--- config.mk ---
export PLATFORM = sky130hd
export DESIGN_NAME = line_voxel_rasterizer_3d
export DESIGN_NICKNAME = d
export VERILOG_FILES = /design/src/hdl/lvr_pkg.sv /design/src/hdl/lvr_front.sv /design/src/hdl/lvr_fifo.sv /design/src/hdl/lvr_back.sv /design/src/hdl/line_voxel_rasterizer_3d.sv
export SDC_FILE = /design/constraint.sdc
export NUM_CORES = 1
export LEC_CHECK = 0
export ABC_CLOCK_PERIOD_IN_PS = 22900
export BUFFER_PORTS_ARGS = -buffer_cell sky130_fd_sc_hd__buf_2
export CELL_PAD_IN_SITES_DETAIL_PLACEMENT = 0
export CELL_PAD_IN_SITES_GLOBAL_PLACEMENT = 1
export CORE_MARGIN = 3
export CORE_UTILIZATION = 53
export DETAILED_ROUTE_END_ITERATION = 7
export PLACE_DENSITY_LB_ADDON = 0.1
export REMOVE_ABC_BUFFERS = 1
export SKIP_LAST_GASP = 1
export SLEW_MARGIN = 20
export SYNTH_ARGS = -nofsm -noshare
export SYNTH_HDL_FRONTEND = slang
export SYNTH_SLANG_ARGS = --single-unit
export TNS_END_PERCENT = 100
--- constraint.sdc ---
create_clock -name i_clk -period 22.9 [get_ports i_clk]
set_input_delay 1.145 -clock i_clk [delete_from_list [all_inputs] [get_ports i_clk]]
set_output_delay 1.145 -clock i_clk [all_outputs]
set_load 0.1 [all_outputs]
--- src/hdl/lvr_pkg.sv ---
`default_nettype none
package lvr_pkg;

    // Field widths of the stream payloads
    localparam int COORD_W = 16;
    localparam int TILE_W  = 8;
    // The major span field holds at most 127
    localparam int MAG_W   = 7;
    // A minor delta never exceeds the major span in magnitude
    localparam int DLT_W   = MAG_W + 1;
    // Rounding accumulator, remainder plus twice a delta: -2*mag .. 4*mag-1
    localparam int ACC_W   = MAG_W + 3;

    localparam int IN_DATA_W  = 6 * COORD_W + TILE_W;
    localparam int OUT_DATA_W = 3 * COORD_W + TILE_W;

    typedef struct packed {
        logic                    span_err;
        logic [TILE_W-1:0]       tile;
        logic [MAG_W-1:0]        mag;
        logic signed [DLT_W-1:0] dz;
        logic signed [DLT_W-1:0] dy;
        logic signed [DLT_W-1:0] dx;
        logic [COORD_W-1:0]      sz;
        logic [COORD_W-1:0]      sy;
        logic [COORD_W-1:0]      sx;
    } t_cmd;

    typedef enum logic {
        ST_IDLE,
        ST_RUN
    } t_state;

endpackage
`default_nettype wire

--- src/hdl/lvr_front.sv ---
`default_nettype none
module lvr_front #(
    parameter int MAX_SPAN = 63
) (
    input  wire logic                          i_s_axis_tvalid,
    output logic                               o_s_axis_tready,
    input  wire logic [lvr_pkg::IN_DATA_W-1:0] i_s_axis_tdata,
    input  wire logic                          i_q_full,
    output logic                               o_q_push,
    output lvr_pkg::t_cmd                      o_q_cmd
);
    import lvr_pkg::*;

    logic [COORD_W-1:0] w_s [3];
    logic [COORD_W-1:0] w_e [3];
    logic [COORD_W:0]   w_d [3];
    logic [COORD_W:0]   w_a [3];
    logic [1:0]         w_big;
    logic [COORD_W:0]   w_mag;

    always_comb begin
        for (int i = 0; i < 3; i++) begin
            w_s[i] = i_s_axis_tdata[i*COORD_W +: COORD_W];
            w_e[i] = i_s_axis_tdata[(i+3)*COORD_W +: COORD_W];
            w_d[i] = {w_e[i][COORD_W-1], w_e[i]} - {w_s[i][COORD_W-1], w_s[i]};
            w_a[i] = w_d[i][COORD_W] ? (~w_d[i] + 1'b1) : w_d[i];
        end
        // earliest axis wins ties
        w_big = 2'd0;
        w_mag = w_a[0];
        if (w_a[1] > w_mag) begin
            w_big = 2'd1;
            w_mag = w_a[1];
        end
        if (w_a[2] > w_mag) begin
            w_big = 2'd2;
            w_mag = w_a[2];
        end
    end

    always_comb begin
        o_q_cmd          = '0;
        o_q_cmd.sx       = w_s[0];
        o_q_cmd.sy       = w_s[1];
        o_q_cmd.sz       = w_s[2];
        o_q_cmd.dx       = w_d[0][DLT_W-1:0];
        o_q_cmd.dy       = w_d[1][DLT_W-1:0];
        o_q_cmd.dz       = w_d[2][DLT_W-1:0];
        o_q_cmd.mag      = w_mag[MAG_W-1:0];
        o_q_cmd.tile     = i_s_axis_tdata[6*COORD_W +: TILE_W];
        o_q_cmd.span_err = (w_mag > (COORD_W+1)'(MAX_SPAN));
    end

    // zero-length lines are consumed here and never reach the queue
    assign o_s_axis_tready = !i_q_full;
    assign o_q_push        = i_s_axis_tvalid && !i_q_full && (w_mag != '0) && (w_big != 2'd3);

endmodule
`default_nettype wire

--- src/hdl/lvr_fifo.sv ---
`default_nettype none
module lvr_fifo (
    input  wire logic          i_clk,
    input  wire logic          i_rst_n,
    input  wire logic          i_push,
    input  wire lvr_pkg::t_cmd i_data,
    output logic               o_full,
    input  wire logic          i_pop,
    output lvr_pkg::t_cmd      o_data,
    output logic               o_empty
);
    import lvr_pkg::*;

    t_cmd       r_mem [2];
    logic       r_wptr;
    logic       r_rptr;
    logic [1:0] r_count;
    logic       w_push;
    logic       w_pop;

    assign o_full  = (r_count == 2'd2);
    assign o_empty = (r_count == 2'd0);
    assign w_push  = i_push && !o_full;
    assign w_pop   = i_pop && !o_empty;
    assign o_data  = r_mem[r_rptr];

    always_ff @(posedge i_clk) begin
        if (w_push) begin
            r_mem[r_wptr] <= i_data;
        end
    end

    always_ff @(posedge i_clk) begin
        if (!i_rst_n) begin
            r_wptr  <= 1'b0;
            r_rptr  <= 1'b0;
            r_count <= 2'd0;
        end else begin
            if (w_push) r_wptr <= !r_wptr;
            if (w_pop)  r_rptr <= !r_rptr;
            r_count <= r_count + {1'b0, w_push} - {1'b0, w_pop};
        end
    end

endmodule
`default_nettype wire

--- src/hdl/lvr_back.sv ---
`default_nettype none
module lvr_back (
    input  wire logic                           i_clk,
    input  wire logic                           i_rst_n,
    input  wire logic                           i_q_empty,
    input  wire lvr_pkg::t_cmd                  i_q_cmd,
    output logic                                o_q_pop,
    output logic                                o_m_axis_tvalid,
    input  wire logic                           i_m_axis_tready,
    output logic [lvr_pkg::OUT_DATA_W-1:0]      o_m_axis_tdata,
    output logic                                o_m_axis_tuser,
    output logic                                o_m_axis_tlast
);
    import lvr_pkg::*;

    t_state                   r_state, n_state;
    logic [COORD_W-1:0]       r_c [3];
    logic [COORD_W-1:0]       n_c [3];
    logic signed [ACC_W-1:0]  r_r [3];
    logic signed [ACC_W-1:0]  n_r [3];
    logic signed [DLT_W-1:0]  r_d [3];
    logic signed [DLT_W-1:0]  n_d [3];
    logic [MAG_W-1:0]         r_mag, n_mag;
    logic [MAG_W-1:0]         r_t, n_t;
    logic [TILE_W-1:0]        r_tile, n_tile;
    logic                     r_err, n_err;

    logic                     r_out_valid, n_out_valid;
    logic [OUT_DATA_W-1:0]    r_out_data, n_out_data;
    logic                     r_out_err, n_out_err;
    logic                     r_out_last, n_out_last;

    logic                     w_slot;
    logic                     w_last;
    logic signed [ACC_W-1:0]  w_two_mag;
    logic signed [ACC_W-1:0]  w_sum [3];

    assign w_slot    = !r_out_valid || i_m_axis_tready;
    assign w_last    = (r_t == r_mag);
    assign w_two_mag = $signed({2'b00, r_mag, 1'b0});

    always_ff @(posedge i_clk) begin
        if (!i_rst_n) begin
            r_state     <= ST_IDLE;
            r_out_valid <= 1'b0;
        end else begin
            r_state     <= n_state;
            r_out_valid <= n_out_valid;
        end
    end

    always_ff @(posedge i_clk) begin
        r_c        <= n_c;
        r_r        <= n_r;
        r_d        <= n_d;
        r_mag      <= n_mag;
        r_t        <= n_t;
        r_tile     <= n_tile;
        r_err      <= n_err;
        r_out_data <= n_out_data;
        r_out_err  <= n_out_err;
        r_out_last <= n_out_last;
    end

    // Each axis carries floor((2*t*d + mag) / (2*mag)) as a running coordinate
    // and remainder; the major axis falls out as a plain +-1 step.
    always_comb begin
        n_state     = r_state;
        n_c         = r_c;
        n_r         = r_r;
        n_d         = r_d;
        n_mag       = r_mag;
        n_t         = r_t;
        n_tile      = r_tile;
        n_err       = r_err;
        n_out_valid = r_out_valid;
        n_out_data  = r_out_data;
        n_out_err   = r_out_err;
        n_out_last  = r_out_last;
        o_q_pop     = 1'b0;

        for (int i = 0; i < 3; i++) begin
            w_sum[i] = r_r[i] + {{(ACC_W-DLT_W-1){r_d[i][DLT_W-1]}}, r_d[i], 1'b0};
        end

        if (r_out_valid && i_m_axis_tready) begin
            n_out_valid = 1'b0;
        end

        unique case (r_state)
            ST_IDLE: begin
                if (!i_q_empty) begin
                    o_q_pop = 1'b1;
                    n_c[0]  = i_q_cmd.sx;
                    n_c[1]  = i_q_cmd.sy;
                    n_c[2]  = i_q_cmd.sz;
                    n_d[0]  = i_q_cmd.dx;
                    n_d[1]  = i_q_cmd.dy;
                    n_d[2]  = i_q_cmd.dz;
                    for (int i = 0; i < 3; i++) begin
                        n_r[i] = $signed({3'b000, i_q_cmd.mag});
                    end
                    n_mag   = i_q_cmd.mag;
                    n_t     = '0;
                    n_tile  = i_q_cmd.tile;
                    n_err   = i_q_cmd.span_err;
                    n_state = ST_RUN;
                end
            end
            ST_RUN: begin
                if (w_slot) begin
                    n_out_valid = 1'b1;
                    if (r_err) begin
                        n_out_data = '0;
                        n_out_err  = 1'b1;
                        n_out_last = 1'b1;
                        n_state    = ST_IDLE;
                    end else begin
                        n_out_data = {r_tile, r_c[2], r_c[1], r_c[0]};
                        n_out_err  = 1'b0;
                        n_out_last = w_last;
                        for (int i = 0; i < 3; i++) begin
                            if (w_sum[i] >= w_two_mag) begin
                                n_r[i] = w_sum[i] - w_two_mag;
                                n_c[i] = r_c[i] + 1'b1;
                            end else if (w_sum[i] < 0) begin
                                n_r[i] = w_sum[i] + w_two_mag;
                                n_c[i] = r_c[i] - 1'b1;
                            end else begin
                                n_r[i] = w_sum[i];
                            end
                        end
                        n_t = r_t + 1'b1;
                        if (w_last) begin
                            n_state = ST_IDLE;
                        end
                    end
                end
            end
            default: n_state = ST_IDLE;
        endcase
    end

    assign o_m_axis_tvalid = r_out_valid;
    assign o_m_axis_tdata  = r_out_data;
    assign o_m_axis_tuser  = r_out_err;
    assign o_m_axis_tlast  = r_out_last;

endmodule
`default_nettype wire

--- src/hdl/line_voxel_rasterizer_3d.sv ---
`default_nettype none
// 3D line voxelizer. Each input transfer carries a start point, an end point
// and a tile value; the block streams out every voxel of the line from start
// to end, one voxel per output transfer, with tlast on the final voxel. The
// major axis is the first axis with the largest absolute delta; minor axes
// round half up exactly. A zero-length line produces nothing. A line whose
// major span exceeds MAX_SPAN produces a single transfer with tuser set and
// zero data. Timing: the front classifies a line in the cycle it is taken and
// drops it into a two-entry queue; the stepping unit loads a line from the
// queue in its idle state and then emits one voxel per cycle while the output
// is not stalled. Input is accepted whenever the queue has room.
module line_voxel_rasterizer_3d #(
    parameter int MAX_SPAN = 63
) (
    input  wire logic         i_clk,
    input  wire logic         i_rst_n,
    input  wire logic         i_s_axis_tvalid,
    output logic              o_s_axis_tready,
    // start_x, start_y, start_z, end_x, end_y, end_z, tile_value
    input  wire logic [103:0] i_s_axis_tdata,
    output logic              o_m_axis_tvalid,
    input  wire logic         i_m_axis_tready,
    // voxel_x, voxel_y, voxel_z, voxel_tile
    output logic [55:0]       o_m_axis_tdata,
    // span_error
    output logic              o_m_axis_tuser,
    output logic              o_m_axis_tlast
);
    import lvr_pkg::*;

    t_cmd w_push_cmd;
    t_cmd w_head_cmd;
    logic w_push;
    logic w_full;
    logic w_pop;
    logic w_empty;

    lvr_front #(
        .MAX_SPAN(MAX_SPAN)
    ) u_front (
        .i_s_axis_tvalid (i_s_axis_tvalid),
        .o_s_axis_tready (o_s_axis_tready),
        .i_s_axis_tdata  (i_s_axis_tdata),
        .i_q_full        (w_full),
        .o_q_push        (w_push),
        .o_q_cmd         (w_push_cmd)
    );

    lvr_fifo u_fifo (
        .i_clk   (i_clk),
        .i_rst_n (i_rst_n),
        .i_push  (w_push),
        .i_data  (w_push_cmd),
        .o_full  (w_full),
        .i_pop   (w_pop),
        .o_data  (w_head_cmd),
        .o_empty (w_empty)
    );

    lvr_back u_back (
        .i_clk           (i_clk),
        .i_rst_n         (i_rst_n),
        .i_q_empty       (w_empty),
        .i_q_cmd         (w_head_cmd),
        .o_q_pop         (w_pop),
        .o_m_axis_tvalid (o_m_axis_tvalid),
        .i_m_axis_tready (i_m_axis_tready),
        .o_m_axis_tdata  (o_m_axis_tdata),
        .o_m_axis_tuser  (o_m_axis_tuser),
        .o_m_axis_tlast  (o_m_axis_tlast)
    );

endmodule
`default_nettype wire

==> results of run 1 <==
## flip-flops by register name (all words and copies together) (netlist names), 2 cells and up, named ones only
| register | count |
|---|---|
| u_fifo.r_mem | 176 |
| u_back.r_d | 24 |
| u_fifo.r_count | 2 |
| u_back.r_tile | 8 |
| u_back.r_r | 28 |
| u_back.o_m_axis_tdata | 56 |
| u_back.r_t | 7 |
| u_back.r_c | 48 |
| u_back.r_mag | 7 |
## cells in the final DEF, fill, tap and decap left out, drive strengths merged, types with 44 or more instances in the layout
cell type,count
nor2,142
mux2i,49
nor2b,91
buf,182
a21o,44
inv,179
o21ai,174
clkbuf,49
xnor2,92
xor2,45
a21oi,125
mux2,45
ha,195
edfxtp,357
nand2,123
## layout make-up
type,instances,area share
Multi-Input combinational cell,1555,0.441
Sequential cell,364,0.418
Clock buffer,49,0.0413
Timing Repair Buffer,182,0.0365
Tap cell,585,0.0281
Inverter,178,0.0257
Clock inverter,23,0.00929
## layer usage
layer	vias up	part of all wire	track usage
li1	8254	-	-
met1	8143	0.46	0.335
met2	353	0.48	0.415
met3	72	0.041	0.0341
met4	0	0.021	0.0604
met5	-	0	0
## cell families (layout without fill, tap and decap cells)
| logic type | after synthesis | count (layout) | synth area share |
|---|---|---|---|
| fa+ha+maj | 210 | 210 | 0.118 |
| simple gates | 558 | 558 | 0.125 |
| flops | 364 | 364 | 0.468 |
| xor+xnor | 137 | 137 | 0.0524 |
| mux | 94 | 94 | 0.0431 |
| compound gates | 556 | 556 | 0.155 |
| buf+inv | 238 | 432 | 0.0390 |
## metrics by stage
step / hold WS (ns) / util / cells
3_3_place_gp: 0.524 / 0.571 / 2864
3_5_place_dp: 0.532 / 0.571 / 2864
6_report: 0.540 / 0.602 / 2936
5_1_grt: 0.556 / 0.602 / 2936
4_1_cts: 0.534 / 0.602 / 2936
2_1_floorplan: 0.509 / - / 2097
## final timing paths
kind | startpoint | endpoint | cells past startpoint
max | i_s_axis_tdata[16] | u_fifo.r_mem[0][30]$_DFFE_PP_ | 33
min | u_back.r_tile[3]$_DFFE_PP_ | u_back.o_m_axis_tdata[51]$_SDFFCE_PP0P_ | 1
max reg2reg | u_back.r_d[0]$_DFFE_PP_ | u_back.r_c[14]$_DFFE_PP_ | 28
min reg2reg | u_back.r_tile[3]$_DFFE_PP_ | u_back.o_m_axis_tdata[51]$_SDFFCE_PP0P_ | 1
==> results.py, run 1 <==
metrics = {
    "sta": {
        "worst-slew-pin-transition_ns": 1.06,
        "hold_violations": 0,
        "fin_ws_ns": 12.43,
        "final_max_slew_viol_count": 0,
        "fmax_ghz": 0.0955,
        "timing.slew.headroom": 0.295,
        "setup_tns_ns": 0,
        "finalSetupViolations": 0,
        "period_needed_ns": 10.47,
        "grt_setup_unrepaired": "no",
        "skew_ns": 0.0155,
        "period_share": 0.457,
    },
    "worst_setup_path": {
        "cp_data_arrival_time_ns": 10.63,
        "path_max_fanout": 68,
        "critPathKind": "in -> reg",
        "rrSetupSlack_ns": 15.21,
        "critPathRequiredTime_ns": 23.06,
        "cp_top_family": "compound AO/OA/AOI/OAI gates",
        "setup.worst_path.end_class": "register",
        "cp_num_buf_inv": 2,
        "cp_slowest_cell": "buf_4",
        "max_stage_delay_ns": 0.88,
        "startpoint_type": "primary input",
        "path_common_cell": "o21ai_0",
    },
    "place": {
        "portBuffers": 167,
        "pre_cts_slack_ns": 11.74,
        "place_area_um2": 24700,
        "routabilityCongestion": 0.892,
        "dp_hpwl_um": 41200,
    },
    "grt": {
        "grt_max_degree": 71,
        "grt-ovfl-total": 0,
        "grt_use_total": 0.245,
        "grt_pass1_vias": 17100,
        "antenna_found_initial": 0,
        "grt_pass1_wl_um": 91300,
    },
    "job": {
        "cap_violations": 0,
    },
    "logic_synthesis": {
        "synth.cell_area_um2": 23200,
        "syn_area_per_cell_um2": 10.8,
        "yosysMostFrequentCell": "edfxtp_1",
        "yosysSeqAreaShare": 0.468,
        "synth-async-reset-ratio": 0,
        "synth_common_cells": "edfxtp_1, ha_1, inv_1",
        "synth-edff-count": 357,
        "synth_area_leaders": "edfxtp_1, ha_1, o21ai_0, xnor2_1, inv_1",
        "yosys.area.top_type": "edfxtp_1",
        "synth_flop_cell": "edfxtp_1",
        "yosys_warnings": 0,
        "synth_top_area_share": 0.462,
        "synth_cell_types": 85,
        "syn_inst": 2157,
        "postSynthRegisterBits": 364,
    },
    "route": {
        "viasPerCell": 5.73,
        "drtPass1Iterations": 6,
        "num_vias": 16800,
        "drt_first_iter_violations": 987,
        "wl_per_cell_um": 19.2,
        "wirelength_um": 56400,
        "ant_nets": 0,
        "drc_errors": 0,
    },
    "clock_network": {
        "clock_sinks": 364,
        "clkLatencyLatePin_ns": 0.56,
        "cts_buffers": 40,
        "htreeDepth": 2,
        "cts_root_buf": "clkbuf_16",
        "ctsResizeCount": 0,
        "cts_buffer_depth": 3,
        "clk_pin_slew_worst_paths_ns": 0.06,
        "cts_tree": "yes",
        "hold_buffers": 0,
        "postCtsSetupBuffers": 0,
    },
    "layout": {
        "seqCellArea_um2": 10900,
        "multiInputGateArea_um2": 11500,
        "fin_area_um2": 26000,
        "drive_above_1_share": 0.143,
        "syn2layout_area_growth_pct": 12.1,
        "num_antenna_cells": 0,
        "fill_cells": 3698,
        "finalNetCount": 2639,
    },
    "hold_path": {
        "min_path_type": "reg -> reg",
    },
    "floorplanning": {
        "dieArea_um2": 46300,
        "pin_count": 168,
        "coreArea_um2": 43200,
        "row_count": 76,
        "die_w_um": 215,
        "initial_core_util": 0.537,
        "die_h_um": 215,
    },
    "status": {
        "status": "finished, final reports clean",
    },
}
Power of run 1 is not shown: default switching activity piles up to over one toggle a cycle in this logic, so the estimate is an artifact.
==> inputs of run 2 (changes only) <==
ABC_AREA = 1   (was not set)
ABC_CLOCK_PERIOD_IN_PS = 8600   (was 22900)
CORE_UTILIZATION = 43   (was 53)
clock period = 8.6 ns   (was 22.9 ns; I/O delays follow)
==> results.py, run 2 <==
metrics = {
    "worst_setup_path": {
        "setup.worst_path.end_class": "register",
        "max_stage_delay_ns": 0.44,
        "startpoint_type": "primary input",
        "path_common_cell": "nand2_1",
        "cp_num_buf_inv": 8,
        "critPathKind": "in -> reg",
        "cp_data_arrival_time_ns": 7.53,
        "path_max_fanout": 17,
        "cp_top_family": "simple AND/OR/NAND/NOR gates",
        "critPathRequiredTime_ns": 8.84,
        "cp_slowest_cell": "nor4b_1",
    },
    "clock_network": {
        "hold_buffers": 0,
        "htreeDepth": 2,
        "cts_root_buf": "clkbuf_16",
        "cts_buffer_depth": 3,
        "clk_pin_slew_worst_paths_ns": 0.06,
        "ctsResizeCount": 0,
        "clkLatencyLatePin_ns": 0.58,
        "postCtsSetupBuffers": 0,
        "cts_tree": "yes",
        "cts_buffers": 42,
        "clock_sinks": 364,
    },
    "status": {
        "status": "finished, final reports clean",
    },
    "layout": {
        "fin_area_um2": 26500,
        "finalNetCount": 3163,
        "fin_util": 0.499,
        "drive_above_1_share": 0.109,
        "largest_reg_flops": 176,
        "syn2layout_area_growth_pct": 13.3,
        "seqCellArea_um2": 10900,
        "layout_commonest_cell": "nand2_1",
        "fill_cells": 5047,
        "largest_register": "u_fifo.r_mem",
        "multiInputGateArea_um2": 10800,
        "layout.cells.most_common_list": "nand2_1, inv_1, edfxtp_1",
    },
    "logic_synthesis": {
        "synth_cell_types": 58,
        "synth-async-reset-ratio": 0,
        "yosys_warnings": 0,
        "yosysMostFrequentCell": "nand2_1",
        "synth-edff-count": 357,
        "postSynthRegisterBits": 364,
        "synth.cell_area_um2": 23400,
        "synth_flop_cell": "edfxtp_1",
        "synth_top_area_share": 0.458,
        "syn_inst": 2666,
        "synth_area_leaders": "edfxtp_1, ha_1, nand2_1, inv_1, nor2_1",
        "synth_common_cells": "nand2_1, inv_1, edfxtp_1",
        "yosysSeqAreaShare": 0.464,
        "yosys.area.top_type": "edfxtp_1",
        "syn_area_per_cell_um2": 8.78,
    },
    "place": {
        "routabilityCongestion": 0.888,
        "portBuffers": 167,
        "place_area_um2": 25100,
        "pre_cts_slack_ns": 0.844,
        "dp_hpwl_um": 51200,
    },
    "floorplanning": {
        "pin_count": 168,
        "die_w_um": 239,
        "dieArea_um2": 57300,
        "row_count": 84,
        "die_h_um": 239,
        "initial_core_util": 0.440,
        "coreArea_um2": 53200,
    },
    "sta": {
        "fmax_ghz": 0.137,
        "holdWs_ns": 0.0511,
        "period_needed_ns": 7.29,
        "timing.slew.headroom": 0.328,
        "final_max_slew_viol_count": 0,
        "hold_violations": 0,
        "finalSetupViolations": 0,
        "worst-slew-pin-transition_ns": 1.01,
        "grt_setup_unrepaired": "no",
        "fin_ws_ns": 1.31,
        "period_share": 0.848,
        "skew_ns": 0.0191,
    },
    "route": {
        "drtPass1Iterations": 5,
        "viasPerCell": 5.23,
        "wirelength_um": 66700,
        "drc_errors": 0,
        "drt_first_iter_violations": 1301,
        "wl_per_cell_um": 18.7,
        "num_vias": 18700,
        "ant_nets": 0,
    },
    "grt": {
        "antenna_found_initial": 5,
        "grt_pass1_wl_um": 102000,
        "grt_max_degree": 73,
        "grt_pass1_vias": 18000,
        "grt_use_total": 0.232,
        "grt-ovfl-total": 0,
    },
    "job": {
        "cap_violations": 0,
    },
    "hold_path": {
        "min_path_type": "in -> reg",
    },
}
==> run 2: changes by cell type after synthesis, sizes merged, moves of 49 or more <==
cell | previous run | this run
inv | 178 | 400
nand3 | 29 | 107
nor2b | 91 | 0
mux2i | 49 | 0
nand2 | 123 | 602
nor2 | 142 | 284
xor2 | 45 | 98
xnor2 | 92 | 19
==> run 2: area by class of cell <==
cell class	instances	area share
diodes	4	0.000377
multi-input cells	1843	0.408
clock inverters	25	0.0111
clock buffers	50	0.0415
inverters	403	0.0571
flip-flops and latches	364	0.410
repair buffers	191	0.0397
well taps	688	0.0325
==> run 2: kinds of logic after synthesis <==
| kind of cell | count (synthesis) | synth area share |
|---|---|---|
| compound gates | 422 | 0.105 |
| simple gates | 1094 | 0.195 |
| buf+inv | 459 | 0.0757 |
| xor+xnor | 117 | 0.0441 |
| flops | 364 | 0.464 |
| fa+ha+maj | 210 | 0.117 |
==> run 2: path summary, 6_finish.rpt <==
path                                   start                             to  cells after the start  slack, ns
hold reg to reg   u_fifo.r_rptr$_SDFFE_PN0P_                       register                      1       0.44
setup reg to reg     u_back.r_d[8]$_DFFE_PP_       u_back.r_c[30]$_DFFE_PP_                     31       2.05
hold / removal            i_s_axis_tdata[97]  u_fifo.r_mem[1][80]$_DFFE_PP_                      1       0.05
setup / recovery          i_s_axis_tdata[16]  u_fifo.r_mem[0][31]$_DFFE_PP_                     42       1.31
==> run 2: routing by layer <==
| layer | GRT usage | wire, um | up-vias |
|---|---|---|---|
| li1 | - | - | 9309 |
| met4 | 0.0638 | 1410 | 0 |
| met5 | 0 | 0 | - |
| met1 | 0.337 | 31800 | 8773 |
| met3 | 0.0253 | 3730 | 83 |
| met2 | 0.371 | 29700 | 486 |
==> run 2: through the flow <==
step | instances | TNS [ns]
global route | 3568 | 0
finish | 3568 | 0
global placement | 3489 | 0
detailed placement | 3489 | 0
CTS | 3564 | 0
floorplan | 2610 | -336.22
==> run 2: worst reg2reg max path: cells and delay by family (launching register included) <==
| family | cells | cell delay (ns) |
|---|---|---|
| buffers and inverters | 4 | 0.73 |
| AND/OR/NAND/NOR | 9 | 1.23 |
| adder cells (fa/ha/maj) | 3 | 1.13 |
| AO/OA/AOI/OAI | 15 | 2.80 |
| flip-flops | 1 | 0.38 |
Power of run 2 is left out for the same reason.
